[config.mk]
export PLATFORM = sky130hd
export DESIGN_NAME = fxalu_prep_flat
export DESIGN_NICKNAME = d
export VERILOG_FILES = /design/src/hw/rtl/fxalu_pkg.sv /design/src/hw/rtl/fxalu_if.sv /design/src/hw/rtl/fxalu_prep.sv /design/src/flat_wrapper.sv
export SDC_FILE = /design/constraint.sdc
export NUM_CORES = 2
export LEC_CHECK = 0
export ABC_AREA = 1
export BUFFER_PORTS_ARGS = -buffer_cell sky130_fd_sc_hd__buf_2
export CAP_MARGIN = 20
export CORE_AREA = 2 2 374 376
export DETAILED_ROUTE_END_ITERATION = 8
export DIE_AREA = 0 0 376 378
export PLACE_DENSITY = 0.58
export SLEW_MARGIN = 25
export SYNTH_ARGS = -nofsm -noshare
export SYNTH_HDL_FRONTEND = slang
export SYNTH_SLANG_ARGS = --single-unit
[constraint.sdc]
create_clock -name clk -period 22.4 [get_ports clk]
set_clock_uncertainty 0.15 [all_clocks]
set_input_delay 1.12 -clock clk [delete_from_list [all_inputs] [get_ports clk]]
set_output_delay 1.12 -clock clk [all_outputs]
set_load 0.01 [all_outputs]
[src/hw/rtl/fxalu_pkg.sv]
// ----------------------------------------------------------------------------
// fxalu_pkg
// Shared widths, opcodes, stage structs and helpers of the Q17.14 fixed-point ALU.
// ----------------------------------------------------------------------------
package fxalu_pkg;

	localparam int DATA_W    = 32;
	localparam int FRAC_BITS = 14;
	localparam int KIND_W    = 3;
	localparam int NUM_W     = DATA_W + FRAC_BITS;   // scaled dividend width, one cell per bit
	localparam int PROD_W    = 2 * DATA_W;

	localparam logic [DATA_W:0] HALF = (DATA_W + 1)'(1) << (FRAC_BITS - 1);

	typedef enum logic [KIND_W-1:0] {
		OP_TO_FIXED = 3'd0,
		OP_TRUNC    = 3'd1,
		OP_ROUND    = 3'd2,
		OP_ADD_INT  = 3'd3,
		OP_MUL      = 3'd4,
		OP_DIV      = 3'd5
	} op_t;

	// side information that rides along the divider chain
	typedef struct packed {
		logic              is_div;
		logic              neg;
		logic              dz;
		logic [DATA_W-1:0] res;
	} side_t;

	// restoring division state of one cell
	typedef struct packed {
		logic [DATA_W:0]   rem;
		logic [NUM_W-1:0]  num;
		logic [DATA_W-1:0] quo;
		logic [DATA_W-1:0] dvs;
	} div_t;

	typedef struct packed {
		logic [DATA_W-1:0] res;
		logic              dz;
	} result_t;

	function automatic logic [DATA_W-1:0] mag(input logic [DATA_W-1:0] v);
		return v[DATA_W-1] ? (~v + 1'b1) : v;
	endfunction

	function automatic logic [DATA_W-1:0] apply_sign(input logic neg,
			input logic [DATA_W-1:0] m);
		return neg ? (~m + 1'b1) : m;
	endfunction

endpackage

[src/hw/rtl/fxalu_if.sv]
// ----------------------------------------------------------------------------
// fxalu_if
// Valid/ready channels of the fixed-point ALU: request and response.
// ----------------------------------------------------------------------------
interface fxalu_req_if;
	logic                                   valid;
	logic                                   ready;
	logic [fxalu_pkg::KIND_W-1:0]           kind;
	logic signed [fxalu_pkg::DATA_W-1:0]    operand_a;
	logic signed [fxalu_pkg::DATA_W-1:0]    operand_b;

	modport source (output valid, output kind, output operand_a, output operand_b,
		input ready);
	modport sink (input valid, input kind, input operand_a, input operand_b,
		output ready);
endinterface


[src/hw/rtl/fxalu_prep.sv]
// ----------------------------------------------------------------------------
// fxalu_prep
// Front stages: decode, magnitudes, simple ops, registered multiply, divider setup.
// ----------------------------------------------------------------------------
module fxalu_prep (
	input  logic                   clk,
	input  logic                   arst_n,
	input  logic                   en,
	fxalu_req_if.sink              req,
	output logic                   valid_s3,
	output fxalu_pkg::side_t       side_s3,
	output fxalu_pkg::div_t        div_s3
);

	localparam int W = fxalu_pkg::DATA_W;

	logic [W-1:0]      a, b, mag_a, mag_b, simple_res;
	logic [W:0]        round_sum, round_sh;
	logic [W-1:0]      trunc_mag;
	fxalu_pkg::op_t    op;

	logic              valid_s1, valid_s2;
	fxalu_pkg::op_t    op_s1, op_s2;
	logic              neg_s1, neg_s2;
	logic [W-1:0]      mag_a_s1, mag_b_s1;
	logic [W-1:0]      res_s1, res_s2;
	fxalu_pkg::div_t   div_s1, div_s2;
	logic [fxalu_pkg::PROD_W-1:0] prod_s2, prod_sh;

	assign req.ready = en;

	assign a     = req.operand_a;
	assign b     = req.operand_b;
	assign op    = fxalu_pkg::op_t'(req.kind);
	assign mag_a = fxalu_pkg::mag(a);
	assign mag_b = fxalu_pkg::mag(b);

	assign trunc_mag = mag_a >> fxalu_pkg::FRAC_BITS;
	assign round_sum = {1'b0, mag_a} + fxalu_pkg::HALF;
	assign round_sh  = round_sum >> fxalu_pkg::FRAC_BITS;

	always_comb begin
		case (op)
			fxalu_pkg::OP_TO_FIXED: simple_res = b << fxalu_pkg::FRAC_BITS;
			fxalu_pkg::OP_TRUNC:    simple_res = fxalu_pkg::apply_sign(a[W-1], trunc_mag);
			fxalu_pkg::OP_ROUND:    simple_res = fxalu_pkg::apply_sign(a[W-1],
				round_sh[W-1:0]);
			fxalu_pkg::OP_ADD_INT:  simple_res = a + (b << fxalu_pkg::FRAC_BITS);
			default:                simple_res = '0;
		endcase
	end

	always_ff @(posedge clk or negedge arst_n) begin
		if (!arst_n) begin
			valid_s1 <= 1'b0;
			valid_s2 <= 1'b0;
			valid_s3 <= 1'b0;
		end else if (en) begin
			valid_s1 <= req.valid;
			valid_s2 <= valid_s1;
			valid_s3 <= valid_s2;
		end
	end

	// payload, no reset
	always_ff @(posedge clk) begin
		if (en) begin
			op_s1    <= op;
			neg_s1   <= a[W-1] ^ b[W-1];
			mag_a_s1 <= mag_a;
			mag_b_s1 <= mag_b;
			res_s1   <= simple_res;
			div_s1.rem <= '0;
			div_s1.num <= {mag_a, {fxalu_pkg::FRAC_BITS{1'b0}}};
			div_s1.quo <= '0;
			div_s1.dvs <= mag_b;

			op_s2   <= op_s1;
			neg_s2  <= neg_s1;
			res_s2  <= res_s1;
			div_s2  <= div_s1;
			prod_s2 <= mag_a_s1 * mag_b_s1;

			side_s3.is_div <= (op_s2 == fxalu_pkg::OP_DIV);
			side_s3.neg    <= neg_s2;
			side_s3.dz     <= (op_s2 == fxalu_pkg::OP_DIV) && (div_s2.dvs == '0);
			side_s3.res    <= (op_s2 == fxalu_pkg::OP_MUL) ?
				fxalu_pkg::apply_sign(neg_s2, prod_sh[W-1:0]) : res_s2;
			div_s3 <= div_s2;
		end
	end

	assign prod_sh = prod_s2 >> fxalu_pkg::FRAC_BITS;

endmodule

[src/flat_wrapper.sv]
// flat-port wrapper written by rule: the top's interface ports become plain ports
module fxalu_prep_flat 
  (clk, arst_n, en, valid_s3, side_s3, div_s3, req_valid, req_kind, req_operand_a, req_operand_b, req_ready);
  fxalu_req_if req_i ();
  input  logic clk;
  input  logic arst_n;
  input  logic en;
  output logic valid_s3;
  output fxalu_pkg::side_t side_s3;
  output fxalu_pkg::div_t div_s3;
  input wire logic [$bits(req_i.valid)-1:0] req_valid;
  input wire logic [$bits(req_i.kind)-1:0] req_kind;
  input wire logic [$bits(req_i.operand_a)-1:0] req_operand_a;
  input wire logic [$bits(req_i.operand_b)-1:0] req_operand_b;
  output wire logic [$bits(req_i.ready)-1:0] req_ready;
  assign req_i.valid = req_valid;
  assign req_i.kind = req_kind;
  assign req_i.operand_a = req_operand_a;
  assign req_i.operand_b = req_operand_b;
  assign req_ready = req_i.ready;
  fxalu_prep u_core (.clk(clk), .arst_n(arst_n), .en(en), .req(req_i), .valid_s3(valid_s3), .side_s3(side_s3), .div_s3(div_s3));
endmodule
Word-level counts from Yosys, hierarchy flattened. Index checks and enable logic that the tools add are counted.

Register bits after elaboration: 348. Output and inout port bits: 180. Input bits: 71.

$add $sub $neg: 7. Equality and inequality tests: 5. Reductions and logical operators: 3. Bitwise logic cells: 6. Multiply operators: 1. Mux-type cells: 7.

Operators with widths (number): $add 32x1->32 const B (5); $mux 32 (5); $pmux 32 s4 (1); $not 32->32 (3); $mul 32x32->46 (1); $add 32x14->33 const B (1); $add 32x32->32 (1); $logic_not 32->1 (1); $not 18->32 (1); $not 19->32 (1); $mux 31 (1); $eq 3x2->1 const B (2); $eq 3x3->1 const B (2); $eq 3x1->1 const B (1); $logic_not 3->1 (1); $logic_and 1x1->1 (1); $xor 1x1->1 (1).

Longest topological paths before layout.
Depth after elaboration: 8. Depth in mapped cells: 32.

Worst setup path after synthesis. Ideal clock, no wire load.

Kind: reg-to-reg. From: register u_core.mag_a_s1[18]. To: register u_core.prod_s2[45] (netlist bit) (data pin). Data required time: 21.988 ns. Cell stages (with the launch flop): 25. Path buffers: 2. Library setup time: 0.262 ns. Clock period less this slack: 7.007 ns. Arrival time: 6.595 ns. Path slack: 15.393 ns. Cell sequence: edfxtp_1 > clkbuf_1 > buf_1 > nand2_1 > fa_1 > fa_1 > fa_1 > fa_1 > inv_1 > fa_1 > inv_1 > fa_1 > fa_1 > fa_1 > inv_1 > ha_1 > nand2_1 > nor2_1 > nand2_1 > nor4_1 > nand3b_1 > a31oi_1 > o21ai_0 > a21oi_1 > xor2_1.

Longest elaborated chain between the ends: 1.

RTL lines: start: declaration (RTL line fxalu_prep.sv:25) `logic [W-1:0] mag_a_s1, mag_b_s1;`; start signal: assignment (RTL line fxalu_prep.sv:70) `mag_a_s1 <= mag_a;`; $mul 32x32->46 (RTL line fxalu_prep.sv:82) `prod_s2 <= mag_a_s1 * mag_b_s1;`; end signal: assignment (RTL line fxalu_prep.sv:82); end: declaration (RTL line fxalu_prep.sv:28) `logic [fxalu_pkg::PROD_W-1:0] prod_s2, prod_sh;`.

No other way between the ends. A chain may end at the register's enable or synchronous reset.

Worst setup path after layout.
From: register u_core.mag_a_s1[9]. To: register u_core.prod_s2[45] (netlist bit) (data pin).

The elaborated chain is that of the path after synthesis.

==> results <==
- The core footprint is 0.139 mm².
- By area, the combinational part of the netlist is dominated by adder cells.
- The number of flops mapped to enable cells by yosys is 331.
- The final clock period utilization by the worst path is 0.353.
- Of the total synthesized cell area, the portion taken by full adders, half adders and majority gates is 0.394.
- Of all nets on the critical path, the largest fanout is 22.
- The final number of setup-violating endpoints is 0.
- The worst register-to-register path begins at u_core.mag_a_s1[9]$_DFFE_PP_.
- The number of endpoints with negative hold slack in the final report is 0.
- The count of cell types in the netlist is 60.
- The data arrival time of the critical path is 8040 ps.
- The smallest clock period supported by the final layout is computed as 7920 ps.
- The required time reported for the critical path endpoint is about 23000 ps.
- The floorplan step defined a die boundary enclosing 0.142 mm².
- The path category of the worst min-delay check is in2async.
- Entering global routing, the biggest net connects 86 pins.
- The starting DRC count in detailed routing is 2394.
- In this run, synthesis produced a sequential element count of 334.
- The library cells used most frequently in the layout, excluding fill and tap cells, are 1405 x sky130_fd_sc_hd__inv_1, 1248 x sky130_fd_sc_hd__nand2_1, 746 x sky130_fd_sc_hd__fa_1, 331 x sky130_fd_sc_hd__edfxtp_1, 189 x sky130_fd_sc_hd__ha_1.
- Of the total synthesized cell area, the portion taken by AND, OR, NAND and NOR gates is 0.159.
- The critical path class is reg2reg.
- Summing over every cut layer, the via total after detailed routing is 32835.
- TritonCTS built the clock tree.
- The clock drives ~330 sinks.
- In the routed design, unresolved DRC markers number 0.
- After clock tree synthesis, the clock-pin slew on the worst setup and hold paths is 70 ps.
- The die boundary height is 378 µm.
- The number of synthesis warnings is 0.
- The final worst hold slack is 199 ps.
- For this run, the leading register cell type out of synthesis is sky130_fd_sc_hd__edfxtp_1.
- The hold buffer count at CTS is 0.
- The number of clock buffers inserted by TritonCTS is 36.
- The async set-or-reset flop fraction in the synthesized netlist is 0.00898.
- The worst setup path is launched from a flop.
- The root buffer cell chosen for the clock tree is sky130_fd_sc_hd__clkbuf_16.
- Once the clock tree was built, the resizer swapped 0 gates to a different size.
- The depth of the CTS H-tree is 2.
- Setup repair after global routing left no endpoint under its margin.
- Of the total synthesized cell area, the portion taken by XOR and XNOR cells is 0.0291.
- After floorplanning, the core was divided into 137 placement rows.
- The detail route stage leaves a number of antenna-violating nets equal to 0.
- The number of search-and-repair iterations in the first detailed-routing pass is 6.
- Dividing the detail-routed wire length by the instance count gives roughly 19 µm.
- The library cell used most frequently in the layout, excluding fill and tap cells, is sky130_fd_sc_hd__inv_1.
- The multiplexer fraction of the synthesized cell area is 0.000257.
- Of the synthesized area, sequential elements account for 0.228.
- The final global-route overflow total is 0.
- The sum of net half-perimeters after detailed placement is 101000 µm.
- The deepest clock path buffer count is 3.
- The layout cell share with drive strength beyond 1 is 0.0694.
- The final weighted congestion in routability-driven placement is 0.937.
- The number of top-level design ports is 251.
- The initial core utilization is 0.317.
- The total track usage is 0.190.
- For this block, the routed nets add up to 133000 µm of wire.
- The compound-cell area share of the yosys netlist was 0.0377.
- The tool flagged a number of max-cap violations equal to 0.
- The max-slew violation total from the final report is 0.
- The fmax is around 130 MHz.
- The synthesized cell area is roughly 0.044 mm².
- Measured on the finished design, the core utilization comes to 0.344.
- The net count of the finished layout is 6171.
- The actual transition at the worst max-transition pin is around 1100 ps.
- Summed over all failing endpoints, the final setup total negative slack is 0 ps.
- In this run the worst setup path begins at u_core.mag_a_s1[9]$_DFFE_PP_.
- Clock latency on the worst-skew pair, taken at its later pin, is 560 ps.
- Counting every instance in the synthesized netlist gives just over 5000.
- A synthesized cell averages 8.62 µm².
- The via count of the first global-routing pass is 34872.
- The die width is 376 µm.
- The flow ran to the end, and the final reports show no timing, DRC or antenna violations.
- The count of buffers from port buffering is 171.
- The post-CTS setup repair buffer count is 0.
- The initial antenna violation count is 8.
- The average via count per standard cell is ~4.7.
- The synthesis-to-layout area growth is 8.60%.
- The worst pin sits at a relative slew slack of 0.285.
- The global-route wire length before repair is 207000 µm.
- The element type at the critical path end is a flop.
==> final cells by class <==
class                   count  area, µm²
diodes                      3       7.51
clock buffers              45        956
clock inverters            18        226
fillers                 14398      90800
inverters                1407       5280
multi-input cells        3147      27500
flip-flops and latches    334      10000
well taps                1807       2260
repair buffers            239       1380
==> critical path: stages, from the launching register on <==
cell and delay [ps]:
sky130_fd_sc_hd__edfxtp_1 640, sky130_fd_sc_hd__buf_4 410, sky130_fd_sc_hd__nand2_1 140, sky130_fd_sc_hd__fa_1 450, sky130_fd_sc_hd__inv_1 80, sky130_fd_sc_hd__fa_1 440
sky130_fd_sc_hd__fa_1 520, sky130_fd_sc_hd__inv_1 50, sky130_fd_sc_hd__fa_1 470, sky130_fd_sc_hd__inv_1 50, sky130_fd_sc_hd__fa_1 500, sky130_fd_sc_hd__inv_1 60
sky130_fd_sc_hd__fa_1 570, sky130_fd_sc_hd__inv_1 60, sky130_fd_sc_hd__fa_1 490, sky130_fd_sc_hd__fa_1 430, sky130_fd_sc_hd__ha_1 420, sky130_fd_sc_hd__nand2_1 120
sky130_fd_sc_hd__nor2_1 210, sky130_fd_sc_hd__nand2_1 80, sky130_fd_sc_hd__nor4_1 220, sky130_fd_sc_hd__nand3b_1 210, sky130_fd_sc_hd__a31oi_1 140, sky130_fd_sc_hd__o21ai_0 360
sky130_fd_sc_hd__a21oi_1 140, sky130_fd_sc_hd__xor2_1 160
==> synth_stat cells (all sizes together), types with 2 or more instances <==
library cell / instances / area (µm²)
nand2: 1261 / 4770
nor2: 195 / 840
or2: 9 / 56.3
o31ai: 2 / 15.0
nand4: 29 / 188
o21ai: 120 / 616
a21oi: 113 / 577
xnor2: 48 / 420
nor3: 52 / 292
o211ai: 5 / 37.5
edfxtp: 331 / 9940
a21o: 4 / 30.0
ha: 189 / 2360
buf: 99 / 683
clkbuf: 180 / 676
inv: 1405 / 5270
nand3: 118 / 638
nand3b: 5 / 37.5
o221a: 2 / 22.5
clkinv: 2 / 7.51
xor2: 97 / 857
fa: 746 / 14900
o221ai: 8 / 70.1
o2111ai: 2 / 17.5
o21a: 10 / 75.1
a31oi: 9 / 56.3
a21boi: 2 / 15.0
nor4: 21 / 131
o21bai: 6 / 45.0
or4: 3 / 22.5
dfrtp: 3 / 75.1
==> kinds of logic after synthesis <==
group	count (synthesis)
fa+ha+maj	935
compound gates	292
simple gates	1695
other cells	1
flops	334
mux	1
buf+inv	1686
xor+xnor	145
==> per-stage QoR <==
step                      instances  worst slack, ps  instance area, µm²
after global placement         6934            14620               46500
after CTS                      6997            14490               47600
final                          7000            14480               47700
after global routing           6997            14080               47700
after floorplan                5167            15390               44200
after detailed placement       6934            14540               46500
==> metal layers <==
layer  vias up  track usage  wire length, µm
met3       209       0.0194             7560
met1     16644        0.237            53000
met2      1082        0.338            66000
met5         -            0               72
met4        10       0.0768             5900
li1      14890            -                -
==> final timing paths <==
path / endpoint / slack (ps) / depth (start not counted)
hold reg to reg: u_core.div_s3[106]$_DFFE_PP_ / 260 / 0
setup / recovery: u_core.prod_s2[45]$_DFFE_PP_ / 14480 / 25
hold / removal: u_core.valid_s2$_DFFE_PN0P_ / 200 / 1
min in group clk: u_core.div_s3[106]$_DFFE_PP_ / 260 / 0
setup reg to reg: u_core.prod_s2[45]$_DFFE_PP_ / 14480 / 25
max in group asynchronous: u_core.valid_s1$_DFFE_PN0P_ / 21790 / 1
==> state kept, by name (all words and copies together) (netlist names) <==
register	cells
u_core.op_s1	3
u_core.res_s2	32
u_core.neg_s1	1
u_core.prod_s2	32
u_core.res_s1	32
u_core.div_s2	64
u_core.side_s3	35
u_core.valid_s2	1
u_core.div_s3	64
u_core.mag_a_s1	32
u_core.valid_s3	1
u_core.valid_s1	1
u_core.op_s2	3
u_core.mag_b_s1	32
u_core.neg_s2	1
Power is left out: the tool's default activity adds up to more than one toggle a clock period on the data nets, which glitch-free logic cannot reach.
