==> config.mk <==
export PLATFORM = sky130hd
export DESIGN_NAME = fxalu_skid_flat
export DESIGN_NICKNAME = d
export VERILOG_FILES = /design/src/hw/rtl/fxalu_pkg.sv /design/src/hw/rtl/fxalu_if.sv /design/src/hw/rtl/fxalu_skid.sv /design/src/flat_wrapper.sv
export SDC_FILE = /design/constraint.sdc
export NUM_CORES = 1
export LEC_CHECK = 0
export BUFFER_PORTS_ARGS = -buffer_cell sky130_fd_sc_hd__buf_2
export CELL_PAD_IN_SITES_DETAIL_PLACEMENT = 0
export CELL_PAD_IN_SITES_GLOBAL_PLACEMENT = 2
export CORE_ASPECT_RATIO = 1.4
export CORE_MARGIN = 2
export CORE_UTILIZATION = 40
export CTS_CLUSTER_SIZE = 14
export DETAILED_ROUTE_END_ITERATION = 6
export GPL_ROUTABILITY_DRIVEN = 0
export PLACE_DENSITY = 0.88
export RECOVER_POWER = 100
export SKIP_CTS_REPAIR_TIMING = 1
export SYNTH_ARGS = -nofsm -noshare
export SYNTH_HDL_FRONTEND = slang
export SYNTH_SLANG_ARGS = --single-unit
==> constraint.sdc <==
create_clock -name clk -period 7.4 [get_ports clk]
set_clock_uncertainty 0.15 [all_clocks]
set_input_delay 0.74 -clock clk [delete_from_list [all_inputs] [get_ports clk]]
set_output_delay 0.74 -clock clk [all_outputs]
set_load 0.005 [all_outputs]
==> src/hw/rtl/fxalu_pkg.sv <==
// ----------------------------------------------------------------------------
// fxalu_pkg
// Shared widths, opcodes, stage structs and helpers of the Q17.14 fixed-point ALU.
// ----------------------------------------------------------------------------
package fxalu_pkg;

	localparam int DATA_W    = 32;
	localparam int FRAC_BITS = 14;
	localparam int KIND_W    = 3;
	localparam int NUM_W     = DATA_W + FRAC_BITS;   // scaled dividend width, one cell per bit
	localparam int PROD_W    = 2 * DATA_W;

	localparam logic [DATA_W:0] HALF = (DATA_W + 1)'(1) << (FRAC_BITS - 1);

	typedef enum logic [KIND_W-1:0] {
		OP_TO_FIXED = 3'd0,
		OP_TRUNC    = 3'd1,
		OP_ROUND    = 3'd2,
		OP_ADD_INT  = 3'd3,
		OP_MUL      = 3'd4,
		OP_DIV      = 3'd5
	} op_t;

	// side information that rides along the divider chain
	typedef struct packed {
		logic              is_div;
		logic              neg;
		logic              dz;
		logic [DATA_W-1:0] res;
	} side_t;

	// restoring division state of one cell
	typedef struct packed {
		logic [DATA_W:0]   rem;
		logic [NUM_W-1:0]  num;
		logic [DATA_W-1:0] quo;
		logic [DATA_W-1:0] dvs;
	} div_t;

	typedef struct packed {
		logic [DATA_W-1:0] res;
		logic              dz;
	} result_t;

	function automatic logic [DATA_W-1:0] mag(input logic [DATA_W-1:0] v);
		return v[DATA_W-1] ? (~v + 1'b1) : v;
	endfunction

	function automatic logic [DATA_W-1:0] apply_sign(input logic neg,
			input logic [DATA_W-1:0] m);
		return neg ? (~m + 1'b1) : m;
	endfunction

endpackage

==> src/hw/rtl/fxalu_if.sv <==


interface fxalu_rsp_if;
	logic                                   valid;
	logic                                   ready;
	logic signed [fxalu_pkg::DATA_W-1:0]    result_value;
	logic                                   divide_by_zero;

	modport source (output valid, output result_value, output divide_by_zero,
		input ready);
	modport sink (input valid, input result_value, input divide_by_zero,
		output ready);
endinterface

==> src/hw/rtl/fxalu_skid.sv <==
// ----------------------------------------------------------------------------
// fxalu_skid
// Output register plus one skid entry; stalls the pipeline only when both are full.
// ----------------------------------------------------------------------------
module fxalu_skid (
	input  logic                   clk,
	input  logic                   arst_n,
	input  logic                   up_valid,
	input  fxalu_pkg::result_t     up_data,
	output logic                   up_ready,
	fxalu_rsp_if.source            rsp
);

	logic                 out_valid_q, skid_valid_q;
	fxalu_pkg::result_t   out_q, skid_q;
	logic                 take, pop;

	assign up_ready = ~skid_valid_q;
	assign take     = up_valid & up_ready;
	assign pop      = out_valid_q & rsp.ready;

	always_ff @(posedge clk or negedge arst_n) begin
		if (!arst_n) begin
			out_valid_q  <= 1'b0;
			skid_valid_q <= 1'b0;
		end else if (skid_valid_q) begin
			if (pop) begin
				skid_valid_q <= 1'b0;
			end
		end else if (take) begin
			if (!out_valid_q || pop) begin
				out_valid_q <= 1'b1;
			end else begin
				skid_valid_q <= 1'b1;
			end
		end else if (pop) begin
			out_valid_q <= 1'b0;
		end
	end

	always_ff @(posedge clk) begin
		if (skid_valid_q) begin
			if (pop) begin
				out_q <= skid_q;
			end
		end else if (take) begin
			if (!out_valid_q || pop) begin
				out_q <= up_data;
			end else begin
				skid_q <= up_data;
			end
		end
	end

	assign rsp.valid          = out_valid_q;
	assign rsp.result_value   = out_q.res;
	assign rsp.divide_by_zero = out_q.dz;

endmodule

==> src/flat_wrapper.sv <==
// flat-port wrapper written by rule: the top's interface ports become plain ports
module fxalu_skid_flat 
  (clk, arst_n, up_valid, up_data, up_ready, rsp_valid, rsp_result_value, rsp_divide_by_zero, rsp_ready);
  fxalu_rsp_if rsp_i ();
  input  logic clk;
  input  logic arst_n;
  input  logic up_valid;
  input  fxalu_pkg::result_t up_data;
  output logic up_ready;
  output wire logic [$bits(rsp_i.valid)-1:0] rsp_valid;
  output wire logic [$bits(rsp_i.result_value)-1:0] rsp_result_value;
  output wire logic [$bits(rsp_i.divide_by_zero)-1:0] rsp_divide_by_zero;
  input wire logic [$bits(rsp_i.ready)-1:0] rsp_ready;
  assign rsp_valid = rsp_i.valid;
  assign rsp_result_value = rsp_i.result_value;
  assign rsp_divide_by_zero = rsp_i.divide_by_zero;
  assign rsp_i.ready = rsp_ready;
  fxalu_skid u_core (.clk(clk), .arst_n(arst_n), .up_valid(up_valid), .up_data(up_data), .up_ready(up_ready), .rsp(rsp_i));
endmodule
**Word level (Yosys, flattened, before mapping)**

Cells that the tools add are included.

- Eq/ne operators: 2
- Multiply operators: 0
- $lt $le $gt $ge: 0
- Muxes and demuxes: 11
- Reductions and logical operators: 8
- Add/sub/neg operators: 0
- Divide/modulo/power cells: 0
- Shift-type cells: 0
- Bitwise logic cells: 4

Operators with widths:

| operator | count |
|---|---|
| $mux 33 | 4 |
| $reduce_and 3->1 | 3 |
| $mux 1 | 7 |
| $reduce_bool 2->1 | 3 |
| $ne 2x2->1 const B | 2 |
| $and 1x1->1 | 2 |
| $not 1->1 | 2 |
| $logic_not 1->1 | 1 |
| $logic_or 1x1->1 | 1 |

- Register bits: 68
- ROM bits: 0
- Latch bits: 0
- Memories kept: 0
- Input bits: 37
- Bits in writable memories: 0

**Longest topological paths before layout**

Gate-level depths: netlist of run 1.

- Word-level depth: 5
- Mapped depth: 4
- Mapped depth without buffers: 2

**Least setup slack after synthesis of run 1**

No wires, ideal clock.

- Path type: input-to-reg
- Start point: input port up_valid
- End point: register u_core.skid_q[0] (netlist name) (enable)
- Buffers on the path: 0
- Setup slack: 3.697 ns
- Cell stages on the path: 2
- Library setup time: 0.465 ns
- Arrival: 3.089 ns
- Cell sequence: nand2b_1 nor3_1

- Cells in the longest elaborated chain, start to end: 2

Ends and longest elaborated chain:

| what | line | text |
|---|---|---|
| from (decl) | flat_wrapper.sv:7 | `input logic up_valid;` |
| $and 1x1->1 | fxalu_skid.sv:19 | `assign take = up_valid & up_ready;` |
| $reduce_and 3->1 (no line) | - |  |
| to (signal assigned) | fxalu_skid.sv:50 | `skid_q <= up_data;` |
| to (decl) | fxalu_skid.sv:15 | `fxalu_pkg::result_t out_q, skid_q;` |

No other way between the ends.
A chain may end at the register's enable or synchronous reset.

**Final worst setup path of run 1**

- Start point: register u_core.skid_valid_q
- End point: register u_core.out_q, in the netlist u_core.rsp.result_value[14] (enable)

- Cells in the longest elaborated chain, start to end: 4
- Elaborated cells on any way between the ends: 6

Ends and longest elaborated chain:

| what | line | text |
|---|---|---|
| from (decl) | fxalu_skid.sv:14 | `logic out_valid_q, skid_valid_q;` |
| from (signal assigned) | fxalu_skid.sv:25 | `skid_valid_q <= 1'b0;` |
| from (signal assigned) | fxalu_skid.sv:28 | `skid_valid_q <= 1'b0;` |
| from (signal assigned) | fxalu_skid.sv:34 | `skid_valid_q <= 1'b1;` |
| $not 1->1 (no line) | - |  |
| $and 1x1->1 | fxalu_skid.sv:19 |  |
| $reduce_bool 2->1 (no line) | - |  |
| $reduce_and 3->1 (no line) * | - |  |
| to (signal assigned) | fxalu_skid.sv:44 | `out_q <= skid_q;` |
| to (signal assigned) | fxalu_skid.sv:48 | `out_q <= up_data;` |
| to (decl) | fxalu_skid.sv:15 |  |

Every way passes the cells marked *; elsewhere a longest branch is shown, timed or not.

==> metrics.md, run 1 <==
| Metric | Value |
|---|---|
| Fin crit share | `0.598` |
| Critical path buffer and inverter count | `0` |
| Vias per cell | `4.74` |
| CP arrival | `4.15 ns` |
| Pre-CTS setup slack | `4.59 ns` |
| DR iter-0 viols | `45` |
| Clk sink count | `between 60 and 70` |
| Final Power | `~0.0012 W` |
| Die width | `~72 um` |
| CTS Buf Count | `9` |
| Crit path time final | `between 4 and 5 ns` |
| Largest net degree at the start of global routing | `39` |
| Cell row count | `34` |
| Worst setup margin | `slightly below 3 ns` |
| Post-synth top area share | `0.775` |
| Dpl hpwl | `between 2000 and 3000 um` |
| Vias in the first global route | `between 1000 and 1500` |
| Syn Area/Cell | `approximately 22 sq um` |
| Least-Margin Pin Slew | `roughly 3.3 ns` |
| CP max-delay cell | `a2bb2oi_1` |
| Failing checks | `capacitance limit, slew limit` |
| Max clock buf depth | `2` |
| First-pass GRT wire length | `~6700 um` |
| Syn Nets | `approximately 150` |
| Max incr delay on CP | `~2.5 ns` |
| Synth Cell Area | `2560 sq um` |
| TritonRoute pass-1 iters | `4` |
| Worst Path Required | `~7 ns` |
| Clk slew on worst S/H paths | `roughly 0.070 ns` |
| GRT overflow | `0` |
| Initial Utilization | `0.412` |
| ANT cells | `0` |
| CP Capture Type | `flip-flop` |
| Register area | `just over 2000 sq um` |
| Nets | `~230` |
| #FFs+latches synth | `68` |
| Leak | `1.07 nW` |
| Post-synthesis sequential area ratio | `0.794` |
| Syn. warnings | `0` |
| Multi-input gate area | `roughly 420 sq um` |
| Fraction of layout cells with a size suffix above 1 | `0.291` |
| TNS Setup | `0 ns` |
| Run status | `complete, but fails checks` |
| WL per Instance | `~16 um` |
| WS Path Type | `reg2reg` |
| CTS tree | `yes` |
| Number of distinct library cells after synthesis | `14` |
| Layout fillers | `between 500 and 600` |
| Final setup fails | `0` |
| Total Routing Usage GR | `0.130` |
| Post-synthesis instance total | `around 120` |
| Power density cells | `391 nW/um^2` |
| HP Class | `in2async` |
| Final Hold Fails | `0` |
| Clk_lat worst skew | `between 0.3 and 0.4 ns` |
| Max-slew headroom at the worst pin | `-1.22` |
| Max_cap viols | `2` |
| Critical path cell sequence | `nand2b_1 > a2bb2oi_1` |
| Final slew viol count | `48` |
| CP delay by family, top | `compound AO/OA/AOI/OAI gates` |
| RSZ-0062 raised after global routing | `no` |
| F_max | `between 0.2 and 0.25 GHz` |
| Via Count | `1285` |
| Max VDD drop | `0.000340 V` |
| # DRC | `0` |
| Worst setup SP type | `flip-flop` |
| Area contributors post-synth | `edfxtp_1 77%, mux2_4 10%, mux2_2 7.0%` |
| Post-route ant nets | `0` |
| Port buffer count | `71` |
| Die H | `slightly below 100 um` |
| Clock root buffer | `clkbuf_8` |
| Core area | `6210 sq um` |
| Routed wire length | `between 4000 and 5000 um` |
| Area Growth Syn to Fin | `20.7%` |
| Initial antenna violation count | `0` |
| Most frequent cells in the layout | `66 x edfxtp_1, 44 x clkbuf_1, 27 x buf_2, 17 x mux2_1, 16 x mux2_2` |
| Synth area leader | `edfxtp_1` |
| Most common cell after layout, fill and taps aside | `edfxtp_1` |
| Crit Path Max Fanout | `38` |
| DIE AREA | `7060 sq um` |
| Ports | `72` |
| H-tree depth | `3` |
## synth_stat cells, drive strengths merged
library cell and n:
nand2 1, buf 4, o21ai 1, nand2b 1
mux2 33, dfrtp 2, nor2b 1, edfxtp 66
a2bb2oi 1, inv 2, a21oi 2, nor3 1
## metal layers
metal  track usage  routed length, um
met5             0                  0
met4        0.0842                144
met3        0.0276                204
met2         0.204               2200
met1         0.160               1730
## path summary, 6_finish.rpt
check	startpoint	to	slack (ns)	cells after the start
max reg2reg	u_core.skid_valid_q$_DFF_PN0_	u_core.rsp.result_value[14]$_DFFE_PP_	2.97	2
min reg2reg	u_core.rsp.valid$_DFFE_PN0P_	u_core.skid_valid_q$_DFF_PN0_	0.38	1
max in group asynchronous	arst_n	u_core.skid_valid_q$_DFF_PN0_	6.93	1
min	arst_n	u_core.rsp.valid$_DFFE_PN0P_	0.04	1
min in group clk	u_core.rsp.valid$_DFFE_PN0P_	u_core.skid_valid_q$_DFF_PN0_	0.38	1
max	u_core.skid_valid_q$_DFF_PN0_	u_core.rsp.result_value[14]$_DFFE_PP_	2.97	2
## through the flow
| step | std cells | hold slack [ns] | cell area, sq um | util |
|---|---|---|---|---|
| 4_1_cts | 271 | 0.0217 | 3240 | 0.521 |
| 5_1_grt | 271 | 0.0393 | 3090 | 0.497 |
| 3_5_place_dp | 255 | 0.364 | 3000 | 0.482 |
| 2_1_floorplan | 115 | 0.294 | 2560 | - |
| 6_report | 271 | 0.0364 | 3090 | 0.497 |
| 3_3_place_gp | 255 | 0.348 | 3000 | 0.482 |
## flip-flops by register name, indices dropped and copies added (netlist names)
| name | flops |
|---|---|
| u_core.rsp.valid | 1 |
| u_core.rsp.result_value | 32 |
| u_core.skid_q | 33 |
| u_core.skid_valid_q | 1 |
| u_core.rsp.divide_by_zero | 1 |
## report_power, final
part / internal [W] / switching (W) / total, W
Clock: 0.000223 / 0.000136 / 0.000359
Combinational: 0.000111 / 0.000112 / 0.000223
Sequential: 0.000566 / 0.0000589 / 0.000625
Total: 0.000900 / 0.000307 / 0.00121
## kinds of logic after synthesis
group / Yosys count / synth area share
AO/OA/AOI/OAI: 4 / 0.00929
buffers and inverters: 6 / 0.0181
flip-flops: 68 / 0.794
multiplexers: 33 / 0.170
AND/OR/NAND/NOR: 4 / 0.00831
## worst reg2reg max path, cell delays in order (launching register included)
cell,delay [ns]
dfrtp_1,0.92
nand2b_1,0.42
a2bb2oi_1,2.47
## cell type report
| type | instances | area share |
|---|---|---|
| sequential | 68 | 0.658 |
| multi-input combinational | 41 | 0.135 |
| timing repair buffer | 72 | 0.0984 |
| clock buffer | 9 | 0.0401 |
| clock inverter | 7 | 0.0373 |
| tap | 72 | 0.0292 |
| inverter | 2 | 0.00243 |
Note: power is estimated with default switching activity, not from simulation.
==> inputs of run 2 (changes only) <==
--- a/config.mk
+++ b/config.mk
@@ -10,11 +10,11 @@
 export CELL_PAD_IN_SITES_GLOBAL_PLACEMENT = 2
 export CORE_ASPECT_RATIO = 1.4
 export CORE_MARGIN = 2
-export CORE_UTILIZATION = 40
+export CORE_UTILIZATION = 37
 export CTS_CLUSTER_SIZE = 14
 export DETAILED_ROUTE_END_ITERATION = 6
 export GPL_ROUTABILITY_DRIVEN = 0
-export PLACE_DENSITY = 0.88
+export PLACE_DENSITY = 0.83
 export RECOVER_POWER = 100
 export SKIP_CTS_REPAIR_TIMING = 1
 export SYNTH_ARGS = -nofsm -noshare
==> constraint.sdc (replaced) <==
create_clock -name clk -period 4.3 [get_ports clk]
set_clock_uncertainty 0.15 [all_clocks]
set_input_delay 0.43 -clock clk [delete_from_list [all_inputs] [get_ports clk]]
set_output_delay 0.43 -clock clk [all_outputs]
set_load 0.005 [all_outputs]
==> metrics.md, run 2 (same netlist as run 1, synthesis figures left out) <==
| Metric | Value |
|---|---|
| RSZ-0062 raised after global routing | `no (unchanged)` |
| Via Count | `1314 (was 1285)` |
| Cell row count | `35 (was 34)` |
| Reg-to-Reg Start | `u_core.skid_valid_q$_DFF_PN0_ (unchanged)` |
| Critical path origin | `u_core.skid_valid_q$_DFF_PN0_ (unchanged)` |
| Least-Margin Pin Slew | `1.47 ns (was 3.31 ns)` |
| WL per Instance | `14.6 um (was 15.8 um)` |
| Worst path depth | `3 (was 2)` |
| Max reg flops | `33 (unchanged)` |
| Area Growth Syn to Fin | `20.2% (was 20.7%)` |
| Critical path cell sequence | `nand2b_1 > nor3_1 > buf_4 (was nand2b_1 > a2bb2oi_1)` |
| Layout fillers | `652 (was 544)` |
| Power density cells | `629 nW/um^2 (was 391 nW/um^2)` |
| Initial antenna violation count | `0 (unchanged)` |
| ANT cells | `0 (unchanged)` |
| Fraction of layout cells with a size suffix above 1 | `0.240 (was 0.291)` |
| Most frequent cells in the layout | `66 x edfxtp_1, 53 x clkbuf_1, 21 x buf_2, 18 x mux2_1, 15 x mux2_2 (was 66 x edfxtp_1, 44 x clkbuf_1, 27 x buf_2, 17 x mux2_1, 16 x mux2_2)` |
| Port buffer count | `71 (unchanged)` |
| Dpl hpwl | `2890 um (was 2880 um)` |
| TNS Setup | `0 ns (unchanged)` |
| Most common cell after layout, fill and taps aside | `edfxtp_1 (unchanged)` |
| GRT overflow | `0 (unchanged)` |
| DIE AREA | `7610 sq um (was 7060 sq um)` |
| Max incr delay on CP | `0.94 ns (was 2.47 ns)` |
| DR iter-0 viols | `52 (was 45)` |
| TritonRoute pass-1 iters | `4 (unchanged)` |
| H-tree depth | `3 (unchanged)` |
| Hold Crit Start | `up_data[25]` |
| Clock root buffer | `clkbuf_8 (unchanged)` |
| Clk_lat worst skew | `0.33 ns (was 0.34 ns)` |
| CTS tree | `yes (unchanged)` |
| Initial Utilization | `0.384 (was 0.412)` |
| Ports | `72 (unchanged)` |
| Largest net degree at the start of global routing | `39 (unchanged)` |
| Crit path time final | `3.20 ns (was 4.43 ns)` |
| Die H | `102 um (was 98.6 um)` |
| CP arrival | `3.04 ns (was 4.15 ns)` |
| Worst setup SP type | `flip-flop (unchanged)` |
| Critical path buffer and inverter count | `1 (was 0)` |
| Core area | `6660 sq um (was 6210 sq um)` |
| Final slew viol count | `0 (was 48)` |
| Max clock buf depth | `2 (unchanged)` |
| Post-route ant nets | `0 (unchanged)` |
| CP Capture Type | `flip-flop (unchanged)` |
| Clk slew on worst S/H paths | `0.06 ns (was 0.07 ns)` |
| Total Routing Usage GR | `0.119 (was 0.130)` |
| Worst Path Required | `4.15 ns (was 7.12 ns)` |
| CP max-delay cell | `dfrtp_1 (was a2bb2oi_1)` |
| Die width | `74.3 um (was 71.6 um)` |
| Worst hold stages | `1` |
| Crit Path Max Fanout | `38 (unchanged)` |
| Max-slew headroom at the worst pin | `0.0173 (was -1.22)` |
| Nets | `232 (was 231)` |
| Leak | `1.04 nW (was 1.07 nW)` |
| Run status | `finished, final reports clean (was complete, but fails checks)` |
| WS Path Type | `reg2reg (unchanged)` |
| Final Hold Fails | `0 (unchanged)` |
| Fin crit share | `0.743 (was 0.598)` |
| F_max | `0.313 GHz (was 0.226 GHz)` |
| Largest Register | `u_core.skid_q (unchanged)` |
| HP Class | `in2reg (was in2async)` |
| Final setup fails | `0 (unchanged)` |
| Max VDD drop | `0.000423 V (was 0.000340 V)` |
| Max_cap viols | `0 (was 2)` |
| CTS Buf Count | `9 (unchanged)` |
| Final Hold Slack | `0.141 ns (was 0.0364 ns)` |
| # DRC | `0 (unchanged)` |
| CP delay by family, top | `simple AND/OR/NAND/NOR gates (was compound AO/OA/AOI/OAI gates)` |
| Vias per cell | `4.50 (was 4.74)` |
| Clk sink count | `68 (unchanged)` |
| Routed wire length | `4270 um (was 4280 um)` |
| Vias in the first global route | `1272 (was 1320)` |
| Worst R2R Path Depth | `3 (was 2)` |
| First-pass GRT wire length | `6270 um (was 6690 um)` |
-- run 2: layout make-up --
type | count | area [sq um] | area share
Sequential cell | 68 | 2030 | 0.661
Multi-Input combinational cell | 41 | 434 | 0.141
Timing Repair Buffer | 73 | 310 | 0.101
Clock buffer | 13 | 139 | 0.0452
Tap cell | 92 | 115 | 0.0374
Clock inverter | 3 | 37.5 | 0.0122
Inverter | 2 | 7.51 | 0.00244
-- run 2: per-layer routing --
metal  track usage  share of wire
met1         0.140           0.43
met2         0.175           0.48
met3        0.0306          0.063
met4         0.107          0.027
met5             0              0
-- run 2: path summary, 6_finish.rpt --
check / to / slack [ns]
worst min register to register: u_core.skid_valid_q$_DFF_PN0_ / 0.39
worst min-delay path: u_core.skid_q[25]$_DFFE_PP_ / 0.14
max in group asynchronous: u_core.rsp.valid$_DFFE_PN0P_ / 3.61
worst max register to register: u_core.skid_q[4]$_DFFE_PP_ / 1.10
worst max-delay path: u_core.skid_q[4]$_DFFE_PP_ / 1.10
min in group asynchronous: u_core.skid_valid_q$_DFF_PN0_ / 0.27
-- run 2: through the flow --
stage / total power (W) / setup slack (ns) / std cells / utilization / area [sq um]
2_1_floorplan: 0.00138 / 0.742 / 115 / - / 2560
4_1_cts: 0.00205 / 1.63 / 291 / 0.480 / 3200
3_5_place_dp: 0.00157 / 1.64 / 275 / 0.454 / 3020
6_report: 0.00194 / 1.10 / 292 / 0.462 / 3080
3_3_place_gp: 0.00156 / 1.68 / 275 / 0.454 / 3020
5_1_grt: 0.00204 / 0.806 / 292 / 0.462 / 3080
-- run 2: power by group --
part           total, W  switching (W)  leakage (nW)  internal, W
Combinational  0.000392       0.000197         0.310     0.000195
Sequential      0.00107       0.000105         0.638     0.000964
Clock          0.000473       0.000208        0.0867     0.000265
